### config.mk
export PLATFORM = sky130hd
export DESIGN_NAME = bdt_seq
export DESIGN_NICKNAME = d
export VERILOG_FILES = /design/src/sv/buffer_dependency_tracker_core_assert.svh /design/src/sv/bdt_pkg.sv /design/src/sv/bdt_seq.sv
export SDC_FILE = /design/constraint.sdc
export NUM_CORES = 1
export LEC_CHECK = 0
export BUFFER_PORTS_ARGS = -buffer_cell sky130_fd_sc_hd__buf_4
export CORE_AREA = 2 2 39 41
export CTS_CLUSTER_SIZE = 25
export DETAILED_ROUTE_END_ITERATION = 16
export DIE_AREA = 0 0 41 43
export PLACE_DENSITY = 0.55
export SYNTH_ARGS = -nofsm -noshare
export SYNTH_HDL_FRONTEND = slang
export SYNTH_SLANG_ARGS = --single-unit
### constraint.sdc
create_clock -name i_clk -period 1.7 [get_ports i_clk]
set_input_delay 0.085 -clock i_clk [delete_from_list [all_inputs] [get_ports i_clk]]
set_output_delay 0.085 -clock i_clk [all_outputs]
set_load 0.02 [all_outputs]
### src/sv/buffer_dependency_tracker_core_assert.svh
// assertion macros for the buffer dependency tracker
`ifndef BUFFER_DEPENDENCY_TRACKER_CORE_ASSERT_SVH
`define BUFFER_DEPENDENCY_TRACKER_CORE_ASSERT_SVH

// same-cycle implication, disabled while reset is low
`define BDT_ASSERT_IMP(lbl, clk, rst_n, ante, cons) \
    lbl: assert property (@(posedge clk) disable iff (!rst_n) (ante) |-> (cons)) \
        else $error("bdt assertion failed");

// next-cycle implication, disabled while reset is low
`define BDT_ASSERT_NXT(lbl, clk, rst_n, ante, cons) \
    lbl: assert property (@(posedge clk) disable iff (!rst_n) (ante) |=> (cons)) \
        else $error("bdt assertion failed");

`endif

### src/sv/bdt_pkg.sv
// shared types and constants of the buffer dependency tracker
package bdt_pkg;

    localparam int CNT_W       = 6;
    localparam int TASK_W      = 16;
    localparam int DEV_W       = 4;
    localparam int MAX_DEVICES = 16;

    localparam logic [1:0] CMD_READ      = 2'd0;
    localparam logic       REG_ASSIGN_EN = 1'b0;
    localparam logic       REG_DEV_COUNT = 1'b1;

    typedef struct packed {
        logic [1:0]        cmd;
        logic [TASK_W-1:0] task_id;
        logic [5:0]        buffer_id;
    } t_in;

    typedef struct packed {
        logic              kind;
        logic [TASK_W-1:0] parent_task;
        logic              device_valid;
        logic [DEV_W-1:0]  device;
        logic              overflow;
        logic              last;
    } t_out;

    typedef struct packed {
        logic              writer_valid;
        logic [TASK_W-1:0] writer_task;
        logic [CNT_W-1:0]  reader_count;
        logic              device_set;
        logic [DEV_W-1:0]  device;
    } t_meta;

    typedef enum logic [2:0] {
        S_CLEAR,
        S_IDLE,
        S_META,
        S_EVAL,
        S_RADDR,
        S_RDATA,
        S_DONE
    } t_state;

    typedef struct packed {
        logic accept;
        logic oob;
        logic cmd_read;
        logic need_w;
        logic need_r;
        logic out_free;
        logic clr_end;
        logic cnt_zero;
        logic idx_end;
    } t_seq_stat;

    typedef struct packed {
        logic clearing;
        logic in_ready;
        logic latch_meta;
        logic emit_edge;
        logic edge_from_reader;
        logic cmp_reader;
        logic rd_check;
        logic step_idx;
        logic emit_done;
    } t_seq_ctrl;

endpackage

### src/sv/bdt_seq.sv
// sequencer that steps one access through lookup, reader walk and done
module bdt_seq (
    input  logic               i_clk,
    input  logic               i_rst_n,
    input  bdt_pkg::t_seq_stat i_stat,
    output bdt_pkg::t_seq_ctrl o_ctrl
);

    bdt_pkg::t_state r_state;
    bdt_pkg::t_state n_state;

    always_ff @(posedge i_clk) begin
        if (!i_rst_n) begin
            r_state <= bdt_pkg::S_CLEAR;
        end else begin
            r_state <= n_state;
        end
    end

    always_comb begin
        n_state = r_state;
        case (r_state)
            bdt_pkg::S_CLEAR: begin
                if (i_stat.clr_end) n_state = bdt_pkg::S_IDLE;
            end
            bdt_pkg::S_IDLE: begin
                if (i_stat.accept) n_state = bdt_pkg::S_META;
            end
            bdt_pkg::S_META: begin
                n_state = i_stat.oob ? bdt_pkg::S_DONE : bdt_pkg::S_EVAL;
            end
            bdt_pkg::S_EVAL: begin
                if (!(i_stat.need_w && !i_stat.out_free)) begin
                    if (i_stat.cmd_read || i_stat.cnt_zero) begin
                        n_state = bdt_pkg::S_DONE;
                    end else begin
                        n_state = bdt_pkg::S_RADDR;
                    end
                end
            end
            bdt_pkg::S_RADDR: begin
                n_state = bdt_pkg::S_RDATA;
            end
            bdt_pkg::S_RDATA: begin
                if (!(i_stat.need_r && !i_stat.out_free)) begin
                    n_state = i_stat.idx_end ? bdt_pkg::S_DONE : bdt_pkg::S_RADDR;
                end
            end
            bdt_pkg::S_DONE: begin
                if (i_stat.out_free) n_state = bdt_pkg::S_IDLE;
            end
            default: begin
                n_state = bdt_pkg::S_IDLE;
            end
        endcase
    end

    always_comb begin
        o_ctrl = '0;
        case (r_state)
            bdt_pkg::S_CLEAR: begin
                o_ctrl.clearing = 1'b1;
            end
            bdt_pkg::S_IDLE: begin
                o_ctrl.in_ready = 1'b1;
            end
            bdt_pkg::S_META: begin
                o_ctrl.latch_meta = 1'b1;
            end
            bdt_pkg::S_EVAL: begin
                o_ctrl.emit_edge = i_stat.need_w && i_stat.out_free;
            end
            bdt_pkg::S_RADDR: begin
                o_ctrl.cmp_reader = 1'b1;
            end
            bdt_pkg::S_RDATA: begin
                o_ctrl.cmp_reader       = 1'b1;
                o_ctrl.rd_check         = 1'b1;
                o_ctrl.edge_from_reader = 1'b1;
                o_ctrl.emit_edge        = i_stat.need_r && i_stat.out_free;
                o_ctrl.step_idx         = !(i_stat.need_r && !i_stat.out_free);
            end
            bdt_pkg::S_DONE: begin
                o_ctrl.emit_done = i_stat.out_free;
            end
            default: begin
                o_ctrl = '0;
            end
        endcase
    end

endmodule

==> impl_results.html <==
<table>
<tr><th>Metric</th><th>Value</th></tr>
<tr><th colspan="2">Layout</th></tr>
<tr><td>Number of antenna repair diodes</td><td>0</td></tr>
<tr><td>Fraction of layout instances using a drive strength above 1</td><td>42.4%</td></tr>
<tr><td>Leading cell types in the layout, fill and taps excluded</td><td>19 x buf_4, 6 x o21ai_0, 5 x inv_1</td></tr>
<tr><td>Register name with the most flops</td><td>r_state</td></tr>
<tr><td>Area added between synthesis and finish</td><td>44.8%</td></tr>
<tr><td>Most common cell after layout, fill and taps aside</td><td>buf_4</td></tr>
<tr><td>Number of flip-flops in the largest register</td><td>3</td></tr>
<tr><td>Final Net Count</td><td>78</td></tr>
<tr><td>Leading registers by flop count</td><td>r_state: 3 flops</td></tr>
<tr><td>Number of filler instances in the final layout</td><td>140</td></tr>
<tr><td>Finished Layout Cells</td><td>82</td></tr>
<tr><th colspan="2">GRT</th></tr>
<tr><td>Total track usage</td><td>13.0%</td></tr>
<tr><td>Maximum number of pins on one net before global-route repair</td><td>14</td></tr>
<tr><td>First-pass GRT wire length</td><td>1590 um</td></tr>
<tr><td>Initial antenna violation count</td><td>0</td></tr>
<tr><td>GR Overflow Total</td><td>0</td></tr>
<tr><td>Number of global-route vias before repair</td><td>379</td></tr>
<tr><th colspan="2">Route</th></tr>
<tr><td>Remaining routing DRC violations</td><td>0</td></tr>
<tr><td>Wire length per cell</td><td>10.8 um</td></tr>
<tr><td>Post-route ant nets</td><td>0</td></tr>
<tr><td>Routed via count</td><td>383</td></tr>
<tr><td>Sum of routed wire length over all layers</td><td>888 um</td></tr>
<tr><td>First-pass detailed-route iteration total</td><td>4</td></tr>
<tr><td>Starting DRT DRC Count</td><td>10</td></tr>
<tr><td>Post-DR vias/cell</td><td>4.67</td></tr>
<tr><th colspan="2">Floorplan</th></tr>
<tr><td>Height of the die</td><td>43 um</td></tr>
<tr><td>Die area</td><td>1760 um2</td></tr>
<tr><td>Die width</td><td>41 um</td></tr>
<tr><td>Area of the core</td><td>1380 um2</td></tr>
<tr><td>Boundary Pins</td><td>20</td></tr>
<tr><td>Standard-cell row count</td><td>14</td></tr>
<tr><td>Starting Density</td><td>25.2%</td></tr>
<tr><th colspan="2">Synth</th></tr>
<tr><td>Area share of the leading cell type in the synthesized netlist</td><td>17.2%</td></tr>
<tr><td>Sequential cell area fraction in the yosys report</td><td>17.2%</td></tr>
<tr><td>Mapped Avg Cell Area</td><td>7.43 um2</td></tr>
<tr><td>Post-synthesis sequential element count</td><td>3</td></tr>
<tr><td>Syn Nets</td><td>58</td></tr>
<tr><td>Post-synthesis instance area</td><td>349 um2</td></tr>
<tr><td>Cells after synthesis</td><td>47</td></tr>
<tr><td>Top cells by area, synth</td><td>dfxtp_1 17%, o21ai_0 8.6%, buf_6 6.5%</td></tr>
<tr><td>Yosys warning count</td><td>0</td></tr>
<tr><td>Post-synth cell types</td><td>24</td></tr>
<tr><td>Post-synth top area cell</td><td>dfxtp_1</td></tr>
<tr><th colspan="2">Setup path</th></tr>
<tr><td>Kind of end point of the critical path</td><td>output port</td></tr>
<tr><td>Worst Setup Start Kind</td><td>flip-flop</td></tr>
<tr><td>Arrival time at the worst endpoint</td><td>1470 ps</td></tr>
<tr><td>Highest net fanout along the worst path</td><td>12</td></tr>
<tr><td>Critical path class</td><td>reg -&gt; out</td></tr>
<tr><td>CP required</td><td>1620 ps</td></tr>
<tr><th colspan="2">Clock network</th></tr>
<tr><td>Clock transition time at the flip-flop clock pins of the worst setup and hold paths</td><td>40 ps</td></tr>
<tr><td>Num CTS Buffers</td><td>3</td></tr>
<tr><td>Number of instances resized during post-cts repair</td><td>0</td></tr>
<tr><td>Clock latency on the worst-skew pair</td><td>240 ps</td></tr>
<tr><td>Quantity of hold-fixing buffers added after cts</td><td>0</td></tr>
<tr><td>Clock root buffer</td><td>clkbuf_4</td></tr>
<tr><td>Number of clock sinks seen by CTS</td><td>3</td></tr>
<tr><td>Clock tree from TritonCTS</td><td>yes</td></tr>
<tr><td>Post-CTS Repair Setup Buffers</td><td>0</td></tr>
<tr><td>Max H-tree Level</td><td>1</td></tr>
<tr><td>Bufs on Longest Clock Path</td><td>2</td></tr>
<tr><th colspan="2">STA</th></tr>
<tr><td>Worst max-slew margin expressed relative to the limit</td><td>73.0%</td></tr>
<tr><td>Final Hold Fails</td><td>0</td></tr>
<tr><td>Final sum of negative setup slack</td><td>0 ps</td></tr>
<tr><td>Clock Skews</td><td>4.45 ps</td></tr>
<tr><td>Tightest Pin Transition</td><td>402 ps</td></tr>
<tr><td>Fmax</td><td>641 MHz</td></tr>
<tr><td>Smallest hold slack</td><td>123 ps</td></tr>
<tr><td>Time the worst path needs with I/O delays and setup</td><td>1560 ps</td></tr>
<tr><td>Total setup violations reported at the end of the flow</td><td>0</td></tr>
<tr><td>Final Slew Violations</td><td>0</td></tr>
<tr><td>Final worst-path cycle share</td><td>91.7%</td></tr>
<tr><td>RSZ-0062 raised after global routing</td><td>no</td></tr>
<tr><th colspan="2">Place</th></tr>
<tr><td>Number of placed instances, taps included</td><td>78</td></tr>
<tr><td>Port buffer count</td><td>19</td></tr>
<tr><td>Estimated wirelength of the detail-placed design</td><td>670 um</td></tr>
<tr><td>Weighted congestion reported at the end of routability-driven placement</td><td>0.730</td></tr>
<tr><th colspan="2">Hold path</th></tr>
<tr><td>Classification of the worst-slack hold path</td><td>in -&gt; reg</td></tr>
<tr><th colspan="2">Pwr</th></tr>
<tr><td>Total power</td><td>0.000436 W</td></tr>
<tr><td>Worst IR Drop VDD</td><td>0.000414 V</td></tr>
<tr><td>Static leakage</td><td>0.229 nW</td></tr>
<tr><td>Pwr/cell area</td><td>863 nW/um2</td></tr>
<tr><th colspan="2">Outcome</th></tr>
<tr><td>Status</td><td>complete, no violations</td></tr>
<tr><th colspan="2">Flow run</th></tr>
<tr><td>Max cap viols</td><td>0</td></tr>
</table>
[Yosys cell counts]
master / n
inv_1: 5
nand3b_2: 1
nor2_1: 3
nand2b_1: 2
dfxtp_1: 3
a2111oi_2: 1
o21ai_0: 6
and2_1: 1
nand3b_1: 1
nand2_1: 2
nor3_1: 1
buf_6: 2
o211a_1: 1
buf_4: 2
o211ai_1: 2
nor3b_1: 3
or2_2: 1
and3_1: 1
or2b_1: 1
a21oi_4: 1
nor2b_1: 1
a211o_1: 1
a21oi_1: 4
a211oi_1: 1
[worst paths after layout]
path | start | to | slack (ps) | cells after the start
max | r_state[0] | o_ctrl[1] | 140 | 3
min | i_rst_n | r_state[1] | 120 | 3
max reg2reg | r_state[0] | r_state[0] | 270 | 4
min reg2reg | r_state[2] | r_state[2] | 610 | 2
[cell type report]
| class | count | area [um2] | share of cell area [%] |
|---|---|---|---|
| clock buffer | 4 | 26.3 | 5.20 |
| inverter | 5 | 18.8 | 3.71 |
| multi-input combinational | 35 | 236 | 46.8 |
| sequential | 3 | 61.3 | 12.1 |
| tap | 16 | 20.0 | 3.96 |
| timing repair buffer | 19 | 143 | 28.2 |
[layer usage]
| metal | track usage, % | up-vias | share of wire (%) |
|---|---|---|---|
| met3 | 3.14 | 0 | 9.9 |
| met4 | 8.00 | 0 | 0 |
| met5 | 0 | - | 0 |
| met1 | 18.3 | 163 | 45 |
| met2 | 17.2 | 19 | 44 |
| li1 | - | 201 | - |
[worst max-delay path: stages, from the launching register on]
cell and delay, ps:
dfxtp_1 530, or2b_1 320, a211oi_1 220, buf_4 170
[stage by stage]
step / utilization, % / setup WS [ps] / instance area (um2)
after floorplan: - / 165 / 349
after global placement: 34.3 / 229 / 474
after detailed placement: 34.3 / 189 / 474
after CTS: 36.2 / 133 / 500
after global routing: 36.5 / 15.8 / 505
final: 36.5 / 141 / 505
[power by group]
part | total, W | internal [W] | switching [W]
sequential | 0.000117 | 0.0000834 | 0.0000335
clock | 0.000129 | 0.0000882 | 0.0000407
combinational | 0.000190 | 0.0000905 | 0.0000998
total | 0.000436 | 0.000262 | 0.000174
[kinds of logic after synthesis]
| group | count (synthesis) | share of synthesized area (%) |
|---|---|---|
| compound gates | 17 | 35.1 |
| simple gates | 18 | 31.5 |
| buf+inv | 9 | 16.1 |
| flops | 3 | 17.2 |
(Power assumes the default switching activity.)
